<file path="config.mk">
export PLATFORM = sky130hd
export DESIGN_NAME = vector_direction_quantizer_32
export DESIGN_NICKNAME = d
export VERILOG_FILES = /design/src/sv/vdq_pkg.sv /design/src/sv/vdq_sector.sv /design/src/sv/vector_direction_quantizer_32.sv
export SDC_FILE = /design/constraint.sdc
export NUM_CORES = 1
export LEC_CHECK = 0
export BUFFER_PORTS_ARGS = -buffer_cell sky130_fd_sc_hd__buf_2
export CORE_UTILIZATION = 62
export DETAILED_ROUTE_END_ITERATION = 16
export PLACE_DENSITY = 0.91
export SETUP_SLACK_MARGIN = 0.05
export SYNTH_ARGS = -nofsm -noshare
export SYNTH_HDL_FRONTEND = slang
export SYNTH_SLANG_ARGS = --single-unit
export TNS_END_PERCENT = 30
</file>
<file path="constraint.sdc">
create_clock -name clk_i -period 5.1 [get_ports clk_i]
set_input_delay 1.275 -clock clk_i [delete_from_list [all_inputs] [get_ports clk_i]]
set_output_delay 1.275 -clock clk_i [all_outputs]
set_load 0.05 [all_outputs]
</file>
<file path="src/sv/vdq_pkg.sv">
package vdq_pkg;

  // coordinate and derived widths
  localparam int CoordBits = 16;
  localparam int DiffBits  = CoordBits + 1;  // exact difference, never wraps
  localparam int MagBits   = CoordBits;      // |diff| <= 2^CoordBits - 1
  localparam int ProdBits  = MagBits + 3;    // room for 8x and 7x a magnitude
  localparam int StepBits  = 3;              // step 0..4
  localparam int DirBits   = 5;

  localparam int NumRows  = 8;
  localparam int NumSteps = 5;

  // code for two equal points
  localparam logic [DirBits-1:0] DirEqual = 5'h04;

  // octant selection, travels with the magnitudes
  typedef struct packed {
    logic dx_neg;   // dx < 0
    logic dy_neg;   // dy < 0
    logic x_major;  // |dx| >= |dy|
  } octant_t;

  // direction code per octant row and step, rows indexed {dx_neg, dy_neg, x_major}
  localparam logic [DirBits-1:0] DirTable [NumRows][NumSteps] = '{
    '{5'h00, 5'h01, 5'h02, 5'h03, 5'h04},
    '{5'h08, 5'h07, 5'h06, 5'h05, 5'h04},
    '{5'h10, 5'h0F, 5'h0E, 5'h0D, 5'h0C},
    '{5'h08, 5'h09, 5'h0A, 5'h0B, 5'h0C},
    '{5'h00, 5'h1F, 5'h1E, 5'h1D, 5'h1C},
    '{5'h18, 5'h19, 5'h1A, 5'h1B, 5'h1C},
    '{5'h10, 5'h11, 5'h12, 5'h13, 5'h14},
    '{5'h18, 5'h17, 5'h16, 5'h15, 5'h14}
  };

endpackage

</file>
<file path="src/sv/vdq_sector.sv">
module vdq_sector import vdq_pkg::*; (
  input  octant_t              octant_i,
  input  logic [MagBits-1:0]   small_i,
  input  logic [MagBits-1:0]   large_i,
  output logic [DirBits-1:0]   direction_o
);

  logic [ProdBits-1:0] small8;
  logic [ProdBits-1:0] large1, large3, large5, large7;
  logic [StepBits-1:0] step;

  // eight times the smaller magnitude and constant multiples of the larger
  always_comb begin
    small8 = {small_i, 3'b000};
    large1 = ProdBits'(large_i);
    large3 = ProdBits'(large_i) + {2'b00, large_i, 1'b0};
    large5 = ProdBits'(large_i) + {1'b0, large_i, 2'b00};
    large7 = {large_i, 3'b000} - ProdBits'(large_i);
  end

  // thresholds are nested, so the step is a count of the ones met
  always_comb begin
    step = StepBits'(small8 >= large1) + StepBits'(small8 >= large3)
         + StepBits'(small8 >= large5) + StepBits'(small8 >= large7);
  end

  assign direction_o = DirTable[octant_i][step];

endmodule

</file>
<file path="src/sv/vector_direction_quantizer_32.sv">
// 32-sector direction quantizer. Raise start_i with two points and the
// direction code from the first point toward the second (0 north, 8 east,
// 16 south, 24 west; y grows downward on screen) appears registered on
// direction_o, marked by a one-cycle done_o. A new word is taken in
// every cycle: busy_o stays low, and since the receiver cannot stall, each
// result must be captured in the cycle done_o is high. The pipeline has
// four register stages: difference, magnitude, octant select, step compare
// and table lookup. Equal points give code 4.
module vector_direction_quantizer_32 import vdq_pkg::*; (
  input  logic                        clk_i,
  input  logic                        rst_ni,
  input  logic                        start_i,
  output logic                        busy_o,
  input  logic signed [CoordBits-1:0] from_x_i,
  input  logic signed [CoordBits-1:0] from_y_i,
  input  logic signed [CoordBits-1:0] to_x_i,
  input  logic signed [CoordBits-1:0] to_y_i,
  output logic                        done_o,
  output logic [DirBits-1:0]          direction_o
);

  logic accept;

  logic                       v1_q, v2_q, v3_q, v4_q;
  logic signed [DiffBits-1:0] dx_q, dy_q, dx_d, dy_d;
  logic [MagBits-1:0]         adx_q, ady_q, adx_d, ady_d;
  logic                       dxn_q, dyn_q;
  octant_t                    oct_q, oct_d;
  logic [MagBits-1:0]         small_q, large_q, small_d, large_d;
  logic [DirBits-1:0]         dir_q, dir_d;

  assign busy_o = 1'b0;
  assign accept = start_i && !busy_o;

  // valid bits
  always_ff @(posedge clk_i or negedge rst_ni) begin
    if (!rst_ni) begin
      v1_q <= 1'b0;
      v2_q <= 1'b0;
      v3_q <= 1'b0;
      v4_q <= 1'b0;
    end else begin
      v1_q <= accept;
      v2_q <= v1_q;
      v3_q <= v2_q;
      v4_q <= v3_q;
    end
  end

  // stage 1: exact differences, screen y flipped
  always_comb begin
    dx_d = DiffBits'(to_x_i) - DiffBits'(from_x_i);
    dy_d = DiffBits'(from_y_i) - DiffBits'(to_y_i);
  end

  // stage 2: magnitudes and signs
  always_comb begin
    adx_d = dx_q[DiffBits-1] ? MagBits'(-dx_q) : MagBits'(dx_q);
    ady_d = dy_q[DiffBits-1] ? MagBits'(-dy_q) : MagBits'(dy_q);
  end

  // stage 3: major axis, ties go to x
  always_comb begin
    oct_d.dx_neg  = dxn_q;
    oct_d.dy_neg  = dyn_q;
    oct_d.x_major = (adx_q >= ady_q);
    small_d = oct_d.x_major ? ady_q : adx_q;
    large_d = oct_d.x_major ? adx_q : ady_q;
  end

  // stage 4: step compares and code lookup
  vdq_sector u_sector (
    .octant_i    (oct_q),
    .small_i     (small_q),
    .large_i     (large_q),
    .direction_o (dir_d)
  );

  // payload registers, no reset
  always_ff @(posedge clk_i) begin
    dx_q    <= dx_d;
    dy_q    <= dy_d;
    adx_q   <= adx_d;
    ady_q   <= ady_d;
    dxn_q   <= dx_q[DiffBits-1];
    dyn_q   <= dy_q[DiffBits-1];
    oct_q   <= oct_d;
    small_q <= small_d;
    large_q <= large_d;
    dir_q   <= dir_d;
  end

  assign done_o      = v4_q;
  assign direction_o = dir_q;

`ifndef NO_ASSERTIONS
  // every accepted word leaves the pipeline with done_o
  a_latency: assert property (@(posedge clk_i) disable iff (!rst_ni)
    accept |-> ##4 done_o)
    else $error("result missing four cycles after accept");

  // no result without a matching accepted word
  a_no_spurious: assert property (@(posedge clk_i) disable iff (!rst_ni)
    done_o |-> $past(accept, 4))
    else $error("result without a matching accept");

  // equal points map to the tie code
  a_equal_points: assert property (@(posedge clk_i) disable iff (!rst_ni)
    (accept && from_x_i == to_x_i && from_y_i == to_y_i)
      |-> ##4 (direction_o == DirEqual))
    else $error("equal points did not give the tie code");

  // straight east stays east
  a_east: assert property (@(posedge clk_i) disable iff (!rst_ni)
    (accept && from_y_i == to_y_i && to_x_i > from_x_i)
      |-> ##4 (direction_o == 5'h08))
    else $error("pure east vector misquantized");
`endif

endmodule

</file>
Word-level counts from Yosys, hierarchy flattened
Memory sizes are Yosys's and may differ from the RTL's. Index checks and enable logic that the tools add are counted.

$add $sub $neg: 10. Order comparisons: 7. Multiplexer cells: 9. Bitwise gates (word level): 2.

Operators with widths (count): two-way mux 16 bit (4); >= comparator 19 bit (3); two-way mux 25 bit (2); subtractor 16 x 16 -> 17 bit (2); negator 16 bit (2); adder 16 x 18 -> 19 bit (1); >= comparator 19 x 16 -> 1 bit (1); subtractor 19 x 16 -> 19 bit (1); adder 16 x 17 -> 18 bit (1); >= comparator 16 bit (1); binary-select mux 5 bit (select 3 bit) (1); two-way mux 5 bit (2); >= comparator 4 bit, second input constant (2); inverter 3 -> 4 bit (2); adder 3 x 1 -> 3 bit (2); adder 1 x 1 -> 2 bit (1).

Flip-flop bits (word level): 112. Bits in read-only memories: 200. Input port bits: 67. Logic and storage cells: 45. Memories: 1.

Memory list: (no name shown) (words 8, width 25, read ports 1, clocked after memory_dff 0, wr ports 0, line vdq_sector.sv:27) `assign direction_o = DirTable[octant_i][step];`.

Logic depth before layout (Yosys ltp)
Depth after elaboration: 9. Depth in mapped cells: 24. Depth with buffers taken out: 24.

Hierarchy
A second synthesis with hierarchy kept.

Cells, all modules: 1027. Area total of the unflattened synthesis: 9242.6 sq um.

By module, submodules not included: vector_direction_quantizer_32 (times used 1, cells each 565, area an instance 5627.9 sq um, sequential area each 2262.2 sq um); vdq_sector (times used 1, cells each 462, area an instance 3614.7 sq um, sequential area each 0.0 sq um).

Worst setup path before layout
Ideal clock, no wire load.

Kind: register to register. Start: reg large_q[1]. End: reg dir_q[3], in the netlist direction_o[3]. Arrival time: 4.482 ns. Required time: 4.983 ns. Setup slack: 0.501 ns. Stages on the path, launching flop included: 22. Clock period less this slack: 4.599 ns. Cell sequence: dfxtp_1 -> inv_1 -> ha_1 -> a211oi_1 -> o211ai_1 -> and4_4 -> a311oi_2 -> o21ai_1 -> a311oi_2 -> ha_1 -> a21o_1 -> a211oi_1 -> o211ai_1 -> ha_1 -> inv_1 -> fa_1 -> inv_1 -> ha_1 -> clkbuf_1 -> nor2_1 -> a32o_1 -> a22o_1.

Longest elaborated chain between the ends: 9. Elaborated cells on any way between the ends: 14. Classes of those cells: 6 x add/sub; 4 x order compare; 3 x mux; 1 x bitwise.

RTL lines: start: declaration (line vector_direction_quantizer_32.sv:29) `logic [MagBits-1:0] small_q, large_q, small_d, large_d;`; start signal: assignment (line vector_direction_quantizer_32.sv:89) `large_q <= large_d;`; adder 16 x 17 -> 18 bit (line vdq_sector.sv:16) `large3 = ProdBits'(large_i) + {2'b00, large_i, 1'b0};`; >= comparator 19 bit (line vdq_sector.sv:23) `step = StepBits'(small8 >= large1) + StepBits'(small8 >= large3)`; adder 1 x 1 -> 2 bit (line vdq_sector.sv:23); adder 3 x 1 -> 3 bit (line vdq_sector.sv:24) `+ StepBits'(small8 >= large5) + StepBits'(small8 >= large7);`; adder 3 x 1 -> 3 bit * (line vdq_sector.sv:24); inverter 3 -> 4 bit (implied by the code) * (line vdq_sector.sv:27); binary-select mux 5 bit (select 3 bit) * (line vdq_sector.sv:27); two-way mux 5 bit (implied by the code) * (2 in series) (line vdq_sector.sv:27); net dir_d[3] (line vector_direction_quantizer_32.sv:30) `logic [DirBits-1:0] dir_q, dir_d;`; end signal: assignment (line vector_direction_quantizer_32.sv:90) `dir_q <= dir_d;`; end: declaration (line vector_direction_quantizer_32.sv:30).

Mark *: on every way through the listed nets, which the timed path passes. The rest lies on a longest branch. The select of a mux whose other input is x is not followed.

Worst setup path in the final report
Same ends and word-level chain as after synthesis.

==> flow_metrics.py <==
metrics = {
    "run_status": {
        "outcome": "finished clean",
    },
    "clocking": {
        "cts.clk_slew.worst_paths_ns": 0.07,
        "cts-root-buf": "sky130_fd_sc_hd__clkbuf_16",
        "worstSkewPairLatency_ns": 0.35,
        "clock_sink_count": 112,
        "maximum_root_to_sink_buffer_count": 2,
        "clock_tree_from_tritoncts": "done",
        "cts.hold.buffers_added": 0,
        "clock_tree.htree_level_count": 3,
        "cts_made_buffers": 9,
    },
    "setup_path": {
        "slowest_stage_cell_cp": "sky130_fd_sc_hd__dfxtp_4",
        "ff2ff_path_depth": 20,
        "worstReg2RegEnd": "direction_o[3]",
        "crit_path_max_incr_delay_ns": 0.40,
        "setup_slack_of_the_most_critical_reg_to_reg_path_ns": 0.33,
        "critPathArrivalTime_ns": 5.02,
        "timing.setup.critical_path_class": "flip-flop to flip-flop",
        "timing.critical_path.mode_cell": "sky130_fd_sc_hd__ha_1",
        "timing.critical_path.from_type": "flip-flop",
        "timing.critical_path.to_type": "flip-flop",
        "critPathMaxFanout": 9,
        "r2r-start": "large_q[1]",
        "worst-endpoint-required_ns": 5.34,
        "critical_path.cell_chain": "clkinvlp_4 > ha_1 > a211oi_2 > o211ai_1 > and4_4 > a311oi_4 > o21ai_2 > a311oi_2 > ha_1 > a21o_1 > a211oi_1 > o211ai_1 > ha_1 > inv_1 > fa_1 > inv_1 > ha_4 > nor2_1 > a32o_1 > a22o_1",
    },
    "logic_synthesis": {
        "synth_area_um2": 9319,
        "synthesis_warning_total": 0,
        "syn_nets": 1270,
        "synth.yosys.seq_area_share_pct": 24.27,
        "synth_area_per_cell_um2": 8.986,
        "synth.distinct_cells": 79,
        "ys_async_sr_fraction_pct": 3.571,
        "synth-edff-count": 0,
        "ys.flop_type": "sky130_fd_sc_hd__dfxtp_1",
        "postSynthRegisterBits": 112,
        "syn-instance-count": 1037,
    },
    "finish": {
        "drive_gt1_share_pct": 14.46,
        "top_library_cells_by_usage_in_the_layout_fill_and_taps_aside": "160 x sky130_fd_sc_hd__ha_1, 106 x sky130_fd_sc_hd__dfxtp_1, 98 x sky130_fd_sc_hd__inv_1, 72 x sky130_fd_sc_hd__buf_2, 64 x sky130_fd_sc_hd__a21oi_1",
        "flow.area_growth_from_synthesis_pct": 10.42,
        "final_common_cell": "sky130_fd_sc_hd__ha_1",
        "final_cells": 1304,
        "core_utilization_of_the_finished_layout_pct": 70.53,
        "final_nets": 1348,
        "fillCellCount": 1036,
        "finalInstanceArea_um2": 10290,
        "num_antenna_cells": 0,
    },
    "placed_design": {
        "detailed_place_hpwl_um": 15830,
        "gpl.final_weighted_congestion": 0.8950,
        "port_buffers": 72,
        "placedInstanceArea_um2": 9879,
        "dp.cells": 1285,
    },
    "timing": {
        "final_slew_violations": 0,
        "post-route-period-util_pct": 93.61,
        "finalHoldViolations": 0,
        "fin_crit_ns": 4.774,
        "final-setup-viol-count": 0,
        "timing.clock.skew_ns": 0.008044,
        "timing.slew.headroom_pct": 54.60,
        "timing_limited_maximum_frequency_ghz": 0.2095,
        "max_slew.worst_pin.slew_ns": 0.6800,
        "rsz0062_at_grt": "yes",
    },
    "routing": {
        "route.vias.total": 7832,
        "initial_drt_pass_iterations": 5,
        "detail_route.wl_per_cell_um": 15.42,
        "drt-vias-per-instance": 6.006,
        "drtIter0Drc": 445,
        "postRouteAntennaNets": 0,
        "routed_wirelength_um": 20110,
        "dr_drc_count": 0,
    },
    "floorplanning": {
        "initial_utilization_pct": 63.88,
        "placementRows": 44,
        "coreArea_um2": 14590,
        "die-area_um2": 15530,
        "num_io_pins": 74,
        "fp.dieH_um": 124.6,
        "die_w_um": 124.6,
    },
    "worst_hold_path": {
        "hold_path_class": "flip-flop to flip-flop",
        "launch_point_of_the_worst_hold_path": "dxn_q",
        "worstHoldPathCells": 0,
        "worstHoldEndpoint": "oct_q[2]",
    },
    "run": {
        "drv_cap": 0,
    },
    "grt": {
        "grt_max_degree": 34,
        "grt_first_pass_wirelength_um": 33770,
        "gr-usage-all-layers_pct": 25.90,
        "via_count_of_the_first_global_routing_pass": 7669,
        "globalRoute.totalOverflow": 0,
        "antenna_found_initial": 0,
    },
}
worst max path at each step:
stage,startpoint,end,slack (ns),cells past startpoint
2_1_floorplan,large_q[1],direction_o[3],0.50,21
3_3_place_gp,large_q[2],direction_o[4],0.22,20
3_5_place_dp,large_q[1],direction_o[4],-0.008,20
4_1_cts,large_q[1],direction_o[4],0.02,20
5_1_grt,large_q[1],direction_o[1],0.02,23
6_report,large_q[1],direction_o[3],0.33,20
metal layers:
| layer | track usage (%) | part of all wire [%] |
|---|---|---|
| met5 | 0 | 0 |
| met4 | 8.079 | 1.9 |
| met1 | 29.87 | 44 |
| met3 | 2.964 | 3.0 |
| met2 | 49.20 | 51 |
synthesized netlist by cell type, types with 8 or more instances:
master	count	share of area [%]
sky130_fd_sc_hd__nor2b_1	19	1.3
sky130_fd_sc_hd__o41ai_1	9	0.85
sky130_fd_sc_hd__ha_1	161	22
sky130_fd_sc_hd__or3_1	11	0.74
sky130_fd_sc_hd__a21o_1	40	3.2
sky130_fd_sc_hd__xnor2_1	60	5.6
sky130_fd_sc_hd__mux2_4	29	4.7
sky130_fd_sc_hd__a21oi_1	65	3.5
sky130_fd_sc_hd__o21a_1	19	1.5
sky130_fd_sc_hd__nor2_1	62	2.5
sky130_fd_sc_hd__nand4_1	11	0.74
sky130_fd_sc_hd__inv_1	99	4.0
sky130_fd_sc_hd__o211ai_1	11	0.89
sky130_fd_sc_hd__clkbuf_1	9	0.36
sky130_fd_sc_hd__a211oi_1	8	0.64
sky130_fd_sc_hd__dfxtp_1	108	23
sky130_fd_sc_hd__xor2_1	22	2.1
sky130_fd_sc_hd__o31ai_1	11	0.89
sky130_fd_sc_hd__nand3_1	21	1.1
sky130_fd_sc_hd__o21ai_0	57	3.1
sky130_fd_sc_hd__nand2_1	55	2.2
sky130_fd_sc_hd__nand2b_1	13	0.87
sequential cells by signal (all words and copies together), names as in the netlist:
| signal | flops |
|---|---|
| dyn_q | 1 |
| v1_q | 1 |
| v2_q | 1 |
| large_q | 16 |
| adx_q | 16 |
| oct_q | 3 |
| ady_q | 16 |
| dx_q | 17 |
| dxn_q | 1 |
| v3_q | 1 |
| dy_q | 17 |
| small_q | 16 |
| done_o | 1 |
| direction_o | 5 |
cells by family (layout without fill, tap and decap cells):
group | count (synthesis) | after routing | synth area share [%]
AOI/OAI and AO/OA | 289 | 289 | 21.80
other | 1 | 1 | 0.04024
xor gates and xnor gates | 82 | 82 | 7.707
buffers and inverters | 113 | 196 | 4.833
and+or+nand+nor | 239 | 239 | 13.29
muxes | 35 | 35 | 5.357
DFF | 112 | 112 | 24.27
adders and majority gates | 166 | 166 | 22.69
critical path: cells and delay by family, from the launching register on:
| family | cells | cell delay [ns] |
|---|---|---|
| AO/OA/AOI/OAI | 10 | 2.13 |
| adder cells (fa/ha/maj) | 5 | 1.53 |
| flip-flops | 1 | 0.40 |
| buffers and inverters | 3 | 0.33 |
| AND/OR/NAND/NOR | 2 | 0.30 |
cell type report:
class / instances / area, um2 / share of cell area (%)
multi-input combinational: 812 / 6675 / 64.87
sequential: 112 / 2267 / 22.03
timing repair buffer: 80 / 420.4 / 4.086
inverter: 100 / 379.1 / 3.684
clock buffer: 13 / 270.3 / 2.626
tap: 184 / 230.2 / 2.237
clock inverter: 3 / 47.55 / 0.4621
stage by stage:
step                      setup WS [ns]  hold WS, ns    TNS, ns
after floorplan                  0.5014       0.3096          0
after global placement           0.2184       0.3130          0
after detailed placement      -0.007937       0.3165  -0.007937
after CTS                       0.01940       0.3281          0
after global routing            0.01875       0.3351          0
final                            0.3260       0.3221          0
timing repair:
action	4_1_cts	5_1_grt
pin swaps	0	1
cloned	0	0
resized for setup	3	13
setup buffers	0	3
endpoints found under the setup margin	2	4
Power is not shown: default switching activity piles up to over one toggle a cycle in this logic, so the estimate is an artifact.
